`src/rtl/lwt_pkg.sv`:
```
`timescale 1ns / 1ps
// ----------------------------------------------------------------------------
// Lockable watchdog timer package
// Shared types, register offsets, codes and constants of the watchdog core.
// ----------------------------------------------------------------------------
package lwt_pkg;

    // The watchdog clock runs at 2^TPS_BITS ticks per second.
    localparam int TPS_BITS         = 15;
    localparam int TICKS_PER_SECOND = 1 << TPS_BITS;
    localparam int CNT_W            = 33;

    // Item kinds on the input side.
    localparam logic [1:0] MODE_READ  = 2'd0;
    localparam logic [1:0] MODE_WRITE = 2'd1;
    localparam logic [1:0] MODE_TICK  = 2'd2;

    // Register byte offsets.
    localparam logic [11:0] OFS_LOAD   = 12'h000;
    localparam logic [11:0] OFS_VALUE  = 12'h004;
    localparam logic [11:0] OFS_CTRL   = 12'h008;
    localparam logic [11:0] OFS_INTCLR = 12'h00c;
    localparam logic [11:0] OFS_RIS    = 12'h010;
    localparam logic [11:0] OFS_MIS    = 12'h014;
    localparam logic [11:0] OFS_LOCK   = 12'hc00;
    localparam logic [11:0] OFS_PID0   = 12'hfe0;
    localparam logic [11:0] OFS_PID1   = 12'hfe4;
    localparam logic [11:0] OFS_PID2   = 12'hfe8;
    localparam logic [11:0] OFS_PID3   = 12'hfec;
    localparam logic [11:0] OFS_CID0   = 12'hff0;
    localparam logic [11:0] OFS_CID1   = 12'hff4;
    localparam logic [11:0] OFS_CID2   = 12'hff8;
    localparam logic [11:0] OFS_CID3   = 12'hffc;

    // Identification register contents.
    localparam logic [31:0] PID0_VAL = 32'h05;
    localparam logic [31:0] PID1_VAL = (32'h1 << 4) | 32'h8;
    localparam logic [31:0] PID2_VAL = (32'h1 << 4) | 32'h4;
    localparam logic [31:0] PID3_VAL = 32'h00;
    localparam logic [31:0] CID0_VAL = 32'h0d;
    localparam logic [31:0] CID1_VAL = 32'hf0;
    localparam logic [31:0] CID2_VAL = 32'h05;
    localparam logic [31:0] CID3_VAL = 32'hb1;

    // Lock register keys.
    localparam logic [31:0] KEY_UNLOCK = 32'h1acce551;
    localparam logic [31:0] KEY_LOCK   = 32'h00000001;

    typedef struct packed {
        logic [31:0] write_data;
        logic [11:0] offset;
        logic [1:0]  mode;
    } t_item;

    typedef struct packed {
        logic        reset_request;
        logic        irq_raise;
        logic        write_refused;
        logic [31:0] read_data;
    } t_result;

endpackage

```
`src/rtl/lwt_engine.sv`:
```
`timescale 1ns / 1ps
// ----------------------------------------------------------------------------
// Watchdog engine
// Holds the watchdog state and works out the result of one item per cycle while i_fire is high.
// ----------------------------------------------------------------------------
module lwt_engine (
    input  logic             i_clk,
    input  logic             i_rst_n,
    input  logic             i_fire,
    input  lwt_pkg::t_item   i_item,
    output lwt_pkg::t_result o_result
);
    import lwt_pkg::*;

    logic             r_irq_enable, n_irq_enable;
    logic             r_reset_enable, n_reset_enable;
    logic             r_irq_pending, n_irq_pending;
    logic             r_locked, n_locked;
    logic [CNT_W-1:0] r_reload, n_reload;
    logic [CNT_W-1:0] r_remaining, n_remaining;
    logic             r_counting, n_counting;

    logic [CNT_W-1:0] load_sum;
    logic [CNT_W-1:0] load_rounded;
    logic [CNT_W-1:0] value_floor;
    logic [31:0]      value_rd;
    logic [31:0]      read_mux;

    // Round the load value up to whole seconds; the add cannot leave 33 bits.
    assign load_sum     = {1'b0, i_item.write_data}
                        + {{(CNT_W-TPS_BITS){1'b0}}, {TPS_BITS{1'b1}}};
    assign load_rounded = {load_sum[CNT_W-1:TPS_BITS], {TPS_BITS{1'b0}}};
    assign value_floor  = {r_remaining[CNT_W-1:TPS_BITS], {TPS_BITS{1'b0}}};
    assign value_rd     = !r_counting ? 32'd0 :
                          (value_floor[CNT_W-1] ? 32'hffffffff : value_floor[31:0]);

    always_comb begin
        unique case (i_item.offset)
            OFS_VALUE: read_mux = value_rd;
            OFS_CTRL:  read_mux = {30'd0, r_reset_enable, r_irq_enable};
            OFS_RIS:   read_mux = {31'd0, r_irq_pending};
            OFS_MIS:   read_mux = {31'd0, r_irq_pending & r_irq_enable};
            OFS_LOCK:  read_mux = {31'd0, r_locked};
            OFS_PID0:  read_mux = PID0_VAL;
            OFS_PID1:  read_mux = PID1_VAL;
            OFS_PID2:  read_mux = PID2_VAL;
            OFS_PID3:  read_mux = PID3_VAL;
            OFS_CID0:  read_mux = CID0_VAL;
            OFS_CID1:  read_mux = CID1_VAL;
            OFS_CID2:  read_mux = CID2_VAL;
            OFS_CID3:  read_mux = CID3_VAL;
            default:   read_mux = 32'd0;
        endcase
    end

    always_comb begin
        n_irq_enable   = r_irq_enable;
        n_reset_enable = r_reset_enable;
        n_irq_pending  = r_irq_pending;
        n_locked       = r_locked;
        n_reload       = r_reload;
        n_remaining    = r_remaining;
        n_counting     = r_counting;
        o_result       = '0;

        unique case (i_item.mode)
            MODE_READ: begin
                o_result.read_data = read_mux;
            end
            MODE_WRITE: begin
                if (i_item.offset != OFS_LOCK && r_locked) begin
                    o_result.write_refused = 1'b1;
                end else begin
                    unique case (i_item.offset)
                        OFS_LOAD: begin
                            n_reload = load_rounded;
                        end
                        OFS_CTRL: begin
                            if (i_item.write_data[0] != r_irq_enable) begin
                                n_irq_enable = i_item.write_data[0];
                                if (i_item.write_data[0]) begin
                                    n_remaining = r_reload;
                                    n_counting  = 1'b1;
                                end else begin
                                    n_irq_pending = 1'b0;
                                    n_counting    = 1'b0;
                                end
                            end
                            n_reset_enable = i_item.write_data[1];
                        end
                        OFS_INTCLR: begin
                            n_irq_pending = 1'b0;
                            if (r_irq_enable) begin
                                n_remaining = r_reload;
                                n_counting  = 1'b1;
                            end
                        end
                        OFS_LOCK: begin
                            if (i_item.write_data == KEY_UNLOCK) begin
                                n_locked = 1'b0;
                            end else if (i_item.write_data == KEY_LOCK) begin
                                n_locked = 1'b1;
                            end
                        end
                        default: ;
                    endcase
                end
            end
            MODE_TICK: begin
                if (r_counting) begin
                    // A count of one or zero expires on this tick.
                    if (|r_remaining[CNT_W-1:1]) begin
                        n_remaining = r_remaining - CNT_W'(1);
                    end else if (r_irq_pending && r_reset_enable) begin
                        o_result.reset_request = 1'b1;
                        n_counting             = 1'b0;
                        n_remaining            = '0;
                    end else if (r_irq_enable) begin
                        o_result.irq_raise = 1'b1;
                        n_irq_pending      = 1'b1;
                        n_remaining        = r_reload;
                    end else begin
                        n_counting  = 1'b0;
                        n_remaining = '0;
                    end
                end
            end
            default: ;
        endcase
    end

    always_ff @(posedge i_clk) begin
        if (!i_rst_n) begin
            r_irq_enable   <= 1'b0;
            r_reset_enable <= 1'b0;
            r_irq_pending  <= 1'b0;
            r_locked       <= 1'b1;
            r_reload       <= '0;
            r_remaining    <= '0;
            r_counting     <= 1'b0;
        end else if (i_fire) begin
            r_irq_enable   <= n_irq_enable;
            r_reset_enable <= n_reset_enable;
            r_irq_pending  <= n_irq_pending;
            r_locked       <= n_locked;
            r_reload       <= n_reload;
            r_remaining    <= n_remaining;
            r_counting     <= n_counting;
        end
    end

    a_reset_stops: assert property (@(posedge i_clk) disable iff (!i_rst_n)
        (i_fire && o_result.reset_request) |=> (!r_counting && r_irq_pending))
        else $error("reset request did not stop the countdown");

    a_irq_pends: assert property (@(posedge i_clk) disable iff (!i_rst_n)
        (i_fire && o_result.irq_raise) |=> (r_irq_pending && r_counting))
        else $error("raised interrupt is not pending");

    a_one_event: assert property (@(posedge i_clk) disable iff (!i_rst_n)
        !(o_result.irq_raise && o_result.reset_request))
        else $error("interrupt and reset request in the same item");

    a_locked_refuse: assert property (@(posedge i_clk) disable iff (!i_rst_n)
        (i_fire && o_result.write_refused) |=> ($stable(r_reload) && r_locked))
        else $error("refused write changed state");

endmodule

```
`src/rtl/lockable_watchdog_timer_core.sv`:
```
`timescale 1ns / 1ps
// ----------------------------------------------------------------------------
// Lockable watchdog timer core
// Register-mapped watchdog with lock key, stream access and one result per item.
// ----------------------------------------------------------------------------
// Path: an accepted input is held in the input register, then the engine state
// update and the result register take effect on the same edge.
// Throughput: one item per cycle; the only stall is back-pressure on the output.
// Reset: synchronous, active low; clears valids and all watchdog state, and
// leaves the register window locked.
module lockable_watchdog_timer_core (
    input  logic        i_clk,
    input  logic        i_rst_n,
    input  logic        i_s_axis_tvalid,
    output logic        o_s_axis_tready,
    input  logic [47:0] i_s_axis_tdata,   // [11:0] offset, [43:12] write_data, rest zero
    input  logic [1:0]  i_s_axis_tuser,   // [1:0] mode
    output logic        o_m_axis_tvalid,
    input  logic        i_m_axis_tready,
    output logic [39:0] o_m_axis_tdata    // [31:0] read_data, [32] write_refused,
                                          // [33] irq_raise, [34] reset_request, rest zero
);
    import lwt_pkg::*;

    logic    r_in_valid;
    t_item   r_in_item;
    logic    r_out_valid;
    t_result r_out_result;
    t_result eng_result;
    logic    advance;

    // The result register frees up when empty or taken this cycle.
    assign advance         = !r_out_valid || i_m_axis_tready;
    assign o_s_axis_tready = !r_in_valid || advance;

    always_ff @(posedge i_clk) begin
        if (!i_rst_n) begin
            r_in_valid <= 1'b0;
        end else if (o_s_axis_tready) begin
            r_in_valid <= i_s_axis_tvalid;
        end
    end

    always_ff @(posedge i_clk) begin
        if (o_s_axis_tready && i_s_axis_tvalid) begin
            r_in_item.mode       <= i_s_axis_tuser;
            r_in_item.offset     <= i_s_axis_tdata[11:0];
            r_in_item.write_data <= i_s_axis_tdata[43:12];
        end
    end

    lwt_engine u_engine (
        .i_clk    (i_clk),
        .i_rst_n  (i_rst_n),
        .i_fire   (r_in_valid && advance),
        .i_item   (r_in_item),
        .o_result (eng_result)
    );

    always_ff @(posedge i_clk) begin
        if (!i_rst_n) begin
            r_out_valid <= 1'b0;
        end else if (advance) begin
            r_out_valid <= r_in_valid;
        end
    end

    always_ff @(posedge i_clk) begin
        if (advance && r_in_valid) begin
            r_out_result <= eng_result;
        end
    end

    assign o_m_axis_tvalid = r_out_valid;
    assign o_m_axis_tdata  = {5'd0, r_out_result};

endmodule
```
`config.mk`:
```
export PLATFORM = sky130hd
export DESIGN_NAME = lockable_watchdog_timer_core
export DESIGN_NICKNAME = d
export VERILOG_FILES = /design/src/rtl/lwt_pkg.sv /design/src/rtl/lwt_engine.sv /design/src/rtl/lockable_watchdog_timer_core.sv
export SDC_FILE = /design/constraint.sdc
export NUM_CORES = 1
export LEC_CHECK = 0
export BUFFER_PORTS_ARGS = -buffer_cell sky130_fd_sc_hd__clkbuf_2
export CAP_MARGIN = 20
export CORE_ASPECT_RATIO = 0.9
export CORE_UTILIZATION = 52
export CTS_BUF_LIST = sky130_fd_sc_hd__clkbuf_4 sky130_fd_sc_hd__clkbuf_8 sky130_fd_sc_hd__clkbuf_16
export DETAILED_ROUTE_END_ITERATION = 6
export HOLD_SLACK_MARGIN = 0.15
export PLACE_DENSITY = 0.77
export SYNTH_ARGS = -nofsm -noshare
export SYNTH_HDL_FRONTEND = slang
export SYNTH_HIERARCHICAL = 1
export SYNTH_SLANG_ARGS = --single-unit
export TNS_END_PERCENT = 10
```
`constraint.sdc`:
```
create_clock -name i_clk -period 3.9 [get_ports i_clk]
set_clock_uncertainty 0.1 [all_clocks]
set_input_delay 0 -clock i_clk [delete_from_list [all_inputs] [get_ports i_clk]]
set_output_delay 0 -clock i_clk [all_outputs]
set_load 0.02 [all_outputs]
```
Word-level counts from Yosys, hierarchy flattened
Cells that the tools add are included.
Storage, ports and cells
  register bits: 139
  output and inout port bits: 42
  logic and storage cells: 108
Cells by class
  add/subtract/negate cells: 2
  eq/ne operators: 29
  mux-type cells: 35
  bitwise operators: 4
  reductions and logical operators: 22
Operators by type and width (count)
  32-bit case mux with 11 select lines: 1
  33-bit two-way mux: 8
  33-bit case mux with 2 select lines: 2
  12-bit == test (second input constant): 8
  32-bit two-way mux: 2
  34-bit OR reduction: 1
  32-bit by 15-bit adder with 33-bit output (second input constant): 1
  33-bit by 1-bit subtractor with 33-bit output (second input constant): 1
  32-bit by 1-bit == test with 1-bit output (second input constant): 1
  32-bit by 29-bit == test with 1-bit output (second input constant): 1
  32-bit OR reduction: 1
  12-bit by 4-bit == test with 1-bit output (second input constant): 2
  12-bit by 5-bit == test with 1-bit output (second input constant): 2
  1-bit two-way mux: 18
  12-bit by 3-bit == test with 1-bit output (second input constant): 1
  12-bit logical NOT: 1
  12-bit inequality test (second input constant): 1
  10-bit AND reduction: 1
  5-bit AND reduction: 2
  3-bit inequality test (second input constant): 3
  1-bit case mux with 2 select lines: 4
  4-bit AND reduction: 2
  8-bit AND reduction: 1
  2-bit inequality test (second input constant): 3
  other kinds (14): 24

Depth between registers and ports, before layout
  word-level depth: 5
  depth in mapped cells: 9
  mapped depth without buffers: 8

Modules after synthesis
The synthesis kept the hierarchy.
Modules (own cells, without submodules)
  lwt_engine: instances 1, cells an instance 540, area an instance 3900.0 sq um, sequential area each 1121.1 sq um
  lockable_watchdog_timer_core: instances 1, cells an instance 96, area an instance 2577.5 sq um, sequential area each 2472.4 sq um

Worst setup path after synthesis
Ideal clock, no wire load.
  kind: reg2reg
  start point: register r_out_valid, in the netlist o_m_axis_tvalid
  end point: register u_engine.r_remaining[27]
  library setup time: 0.062 ns
  arrival: 3.743 ns
  path slack: -0.005 ns
  cell stages (with the launch flop): 8
  buffers on the path: 0
  cells stage by stage: dfxtp_1 nor2b_4 nor2b_1 o211ai_1 a21oi_2 nand2_1 or4_1 nand3_1
Between the ends
  longest elaborated chain between the ends: 4
RTL lines
  start: declaration: RTL line lockable_watchdog_timer_core.sv:27  | logic r_out_valid;
  start signal: assignment: RTL line lockable_watchdog_timer_core.sv:64  | r_out_valid <= r_in_valid;
  1-bit logical NOT: RTL line lockable_watchdog_timer_core.sv:33  | assign advance = !r_out_valid || i_m_axis_tready;
  1-bit logical OR: RTL line lockable_watchdog_timer_core.sv:33
  1-bit logical AND: RTL line lockable_watchdog_timer_core.sv:55  | .i_fire (r_in_valid && advance),
  8-bit AND reduction (no line)
  end signal: assignment: RTL line lwt_engine.sv:147  | r_remaining <= n_remaining;
  end: declaration: RTL line lwt_engine.sv:20  | logic [CNT_W-1:0] r_remaining, n_remaining;
Every way passes these cells.
A chain may end at the register's enable or synchronous reset.

Final worst setup path
  start point: register u_engine.r_remaining[9]
  end point: register u_engine.r_remaining[23]
Between the ends
  longest elaborated chain between the ends: 4
  elaborated cells on any way between the ends: 5
  those cells by class: 1 x add/sub; 3 x mux; 1 x reduce/logical
RTL lines
  33-bit by 1-bit subtractor with 33-bit output or 32-bit OR reduction (tied branches): RTL line lwt_engine.sv:113, lwt_engine.sv:112
  33-bit two-way mux *: RTL line lwt_engine.sv:112  | if (|r_remaining[CNT_W-1:1]) begin
  33-bit two-way mux *: RTL line lwt_engine.sv:110  | if (r_counting) begin
  33-bit case mux with 2 select lines *: RTL line lwt_engine.sv:66  | unique case (i_item.mode)
Mark *: on every way between the ends. The rest lies on a longest branch, timed or not. The select of a mux whose other input is x is not followed.

==> run_results.csv <==
group,metric,value,unit
sta,timing.final.ws_setup,0.873,ns
clock_tree,cts-root-buf,"clkbuf_16",
synth,yosys_warnings,6,
pwr,switching_share,0.247,
clock_tree,clock_path_buffers,2,
sta,period_share,0.776,
pwr,p_comb_frac,0.058,
synth,ys.flop_type,"edfxtp_1",
global_routing,grt_usage,0.262,
synth,syn_inst,636,
global_routing,grt_pass1_vias,5283,
detailed_routing,drt_iter0_markers,596,
detailed_routing,first_pass_iters,5,
pwr,power.share.clock,0.455,
layout,synthToLayoutAreaGrowth,24.5,%
pwr,total_power,3360,uW
synth,netlist_area,6480,um^2
critical_path,max_stage_delay,0.65,ns
detailed_routing,vias,5608,
critical_path,crit_path_start_kind,"flip-flop",
place,dp_slack,0.936,ns
detailed_routing,drtAntennaViolNets,0,
sta,hold_viol_final,0,
clock_tree,cts_max_level,4,
layout,stdcell_area,8060,um^2
sta,min_period,3.03,ns
place,place_hpwl,10.5,mm
synth,syn_area_per_cell,10.2,um^2
critical_path,required,4.14,ns
global_routing,grt_remaining_overflow,0,
clock_tree,cts.clk_slew.worst_paths,0.07,ns
status,outcome,"complete, no violations",
global_routing,grt_max_degree,47,
synth,synth_top_area_frac,0.376,
critical_path,path_cells,"nor4_2 -> nand4_2 -> nor4_2 -> a31o_1 -> a22oi_1 -> o221ai_1",
floorplan,coreArea,12100,um^2
run,drv_cap,0,
synth,synth_commonest_cells,"nor2_1 (84), edfxtp_1 (81), dfxtp_1 (58)",
place,placed_area,7000,um^2
layout,final_nets,819,
global_routing,grt_pass1_wl,25.8,mm
detailed_routing,drc,0,
sta,fin_tns_setup,0,ns
floorplan,start_util,0.536,
sta,fmax,330,MHz
detailed_routing,wl,16.0,mm
synth,ys_seq_area_frac,0.555,
clock_tree,cts-buffers-inserted,17,
floorplan,design.die.area,12900,um^2
pwr,p_int,2530,uW
min_path,hold_class,"in2reg",
synth,synth_edf_count,81,
clock_tree,clock_latency,0.43,ns
pwr,p_leak,0.00290,uW
critical_path,end_kind,"flip-flop",
sta,slew_headroom,0.350,
layout,drive_gt1_frac,0.185,
layout,n_antenna_cell,0,
pwr,power_density,417,nW/um^2
clock_tree,postCtsSetupBuffers,0,
critical_path,r2r_setup_slack,0.87,ns
pwr,peakVddDrop,0.421,mV
critical_path,critical-path-slowest-cell,"a31o_1",
critical_path,critPathArrivalTime,3.27,ns
synth,yosys_register_bits,139,
pwr,pwr-share-seq,0.486,
place,port_buffers,86,
floorplan,die_w,120,um
sta,setup_viol,0,
global_routing,antenna_found_initial,0,
synth,synthArstFlopShare,0,
floorplan,dieHeight,108,um
floorplan,io_pins,96,
clock_tree,tritoncts,"built",
critical_path,critPathTopFamily,"simple AND/OR/NAND/NOR gates",
clock_tree,clock_sink_count,139,
critical_path,crit_fanout,18,
critical_path,cp.buffers_inverters,0,
synth,ys_types,62,
floorplan,rows,38,
sta,worst_pin_slew,0.968,ns
sta,rsz0062_at_grt,"no",
synth,synth_area_leaders,"edfxtp_1 (38%), dfxtp_1 (18%), nor2_1 (4.9%), a21oi_1 (3.3%), o21ai_0 (3.2%)",
critical_path,crit_top_cell,"nor4_2",
detailed_routing,routedWlPerCell,17.1,um
synth,synth.most_common_cell,"nor2_1",
place,place_congestion,0.867,
synth,synth_top_cell_by_area,"edfxtp_1",
critical_path,path_class,"reg2reg",
detailed_routing,avgViaCountPerCell,6.00,
pwr,p_sw,831,uW
sta,slew_violations,0,
[worst paths after layout]
path                            cells past startpoint                               endpoint                                 start
worst max-delay path                                6  u_engine/r_remaining[23]$_SDFFE_PN0P_  u_engine/r_remaining[9]$_SDFFE_PN0P_
worst min-delay path                                2                r_in_item[13]$_DFFE_PP_                    i_s_axis_tdata[11]
worst max register to register                      6  u_engine/r_remaining[23]$_SDFFE_PN0P_  u_engine/r_remaining[9]$_SDFFE_PN0P_
worst min register to register                      2  u_engine/r_remaining[20]$_SDFFE_PN0P_    u_engine/r_reload[20]$_SDFFE_PN0P_
[cells by family (layout without fill, tap and decap cells)]
kind of cell    after synthesis  count (layout)  synth area share
flops                       139             139             0.555
compound gates              168             168             0.170
fa+ha+maj                     4               4           0.00773
simple gates                249             249             0.201
buf+inv                      60             194            0.0446
mux                           4               4           0.00618
xor+xnor                     11              11            0.0149
other cells                   1               5          0.000579
[stage by stage]
step                std cells  utilization  hold slack (ns)
CTS                       934        0.668            0.168
global route              934        0.668            0.170
floorplan                 640            -         -0.00113
global placement          853        0.580           0.0766
detailed placement        853        0.580           0.0786
finish                    934        0.668            0.175
[registers in the layout, summed over array words and instances, names as in the netlist]
name and cells:
u_engine/r_irq_pending 1, u_engine/r_reload 18, o_m_axis_tvalid 1, u_engine/r_locked 1
o_m_axis_tdata 35, r_in_item 46, u_engine/r_irq_enable 1, r_in_valid 1
u_engine/r_remaining 33, u_engine/r_reset_enable 1, u_engine/r_counting 1
[layout make-up]
type | count | area, um^2
Multi-Input combinational cell | 441 | 2640
Fill cell | 925 | 4010
Tap cell | 160 | 200
Clock buffer | 17 | 425
Sequential cell | 139 | 3590
Clock inverter | 15 | 144
Inverter | 17 | 63.8
Timing Repair Buffer | 145 | 996
[power by group through the flow]
stage          clock [uW]  sequential [uW]  combinational [uW]
5_1_grt              1620             1640                 213
3_3_place_gp            0             1660                 150
6_report             1530             1640                 197
2_1_floorplan           0             1670                83.5
3_5_place_dp            0             1670                 154
4_1_cts              1550             1630                 193
[cell usage in the layout (no fill, tap or decap), types with 6 or more instances in the layout]
master,count
inv_6,6
o21ai_1,6
a31oi_1,7
o21ai_0,42
or4_1,6
xnor2_1,6
edfxtp_1,81
nor3_1,26
buf_4,10
dfxtp_1,58
a22oi_1,7
inv_1,16
or3_1,6
nand4_1,11
dlygate4sd3_1,49
nor4_1,18
a32oi_1,10
nand2_1,35
nor2_1,84
clkbuf_16,17
o211ai_1,8
a21oi_1,42
nand3_1,28
clkbuf_2,86
[what timing repair did]
action / 4_1_cts / 5_1_grt
hold endpoints to repair: 48 / 0
resized for setup: 0 / 0
hold buffers: 49 / 0
[worst reg2reg max path, delay by kind of cell (launching register included)]
kind,cells,cell delay [ns]
flops,1,0.37
simple gates,3,1.42
compound gates,3,1.05
[layer usage]
metal  vias up  part of all wire  GRT usage
met2       270              0.48      0.426
met1      2659              0.43      0.332
met4         0             0.015     0.0973
met5         -                 0          0
li1       2652                 -          -
met3        27             0.084     0.0726
Power figures use the tool's default switching activity.
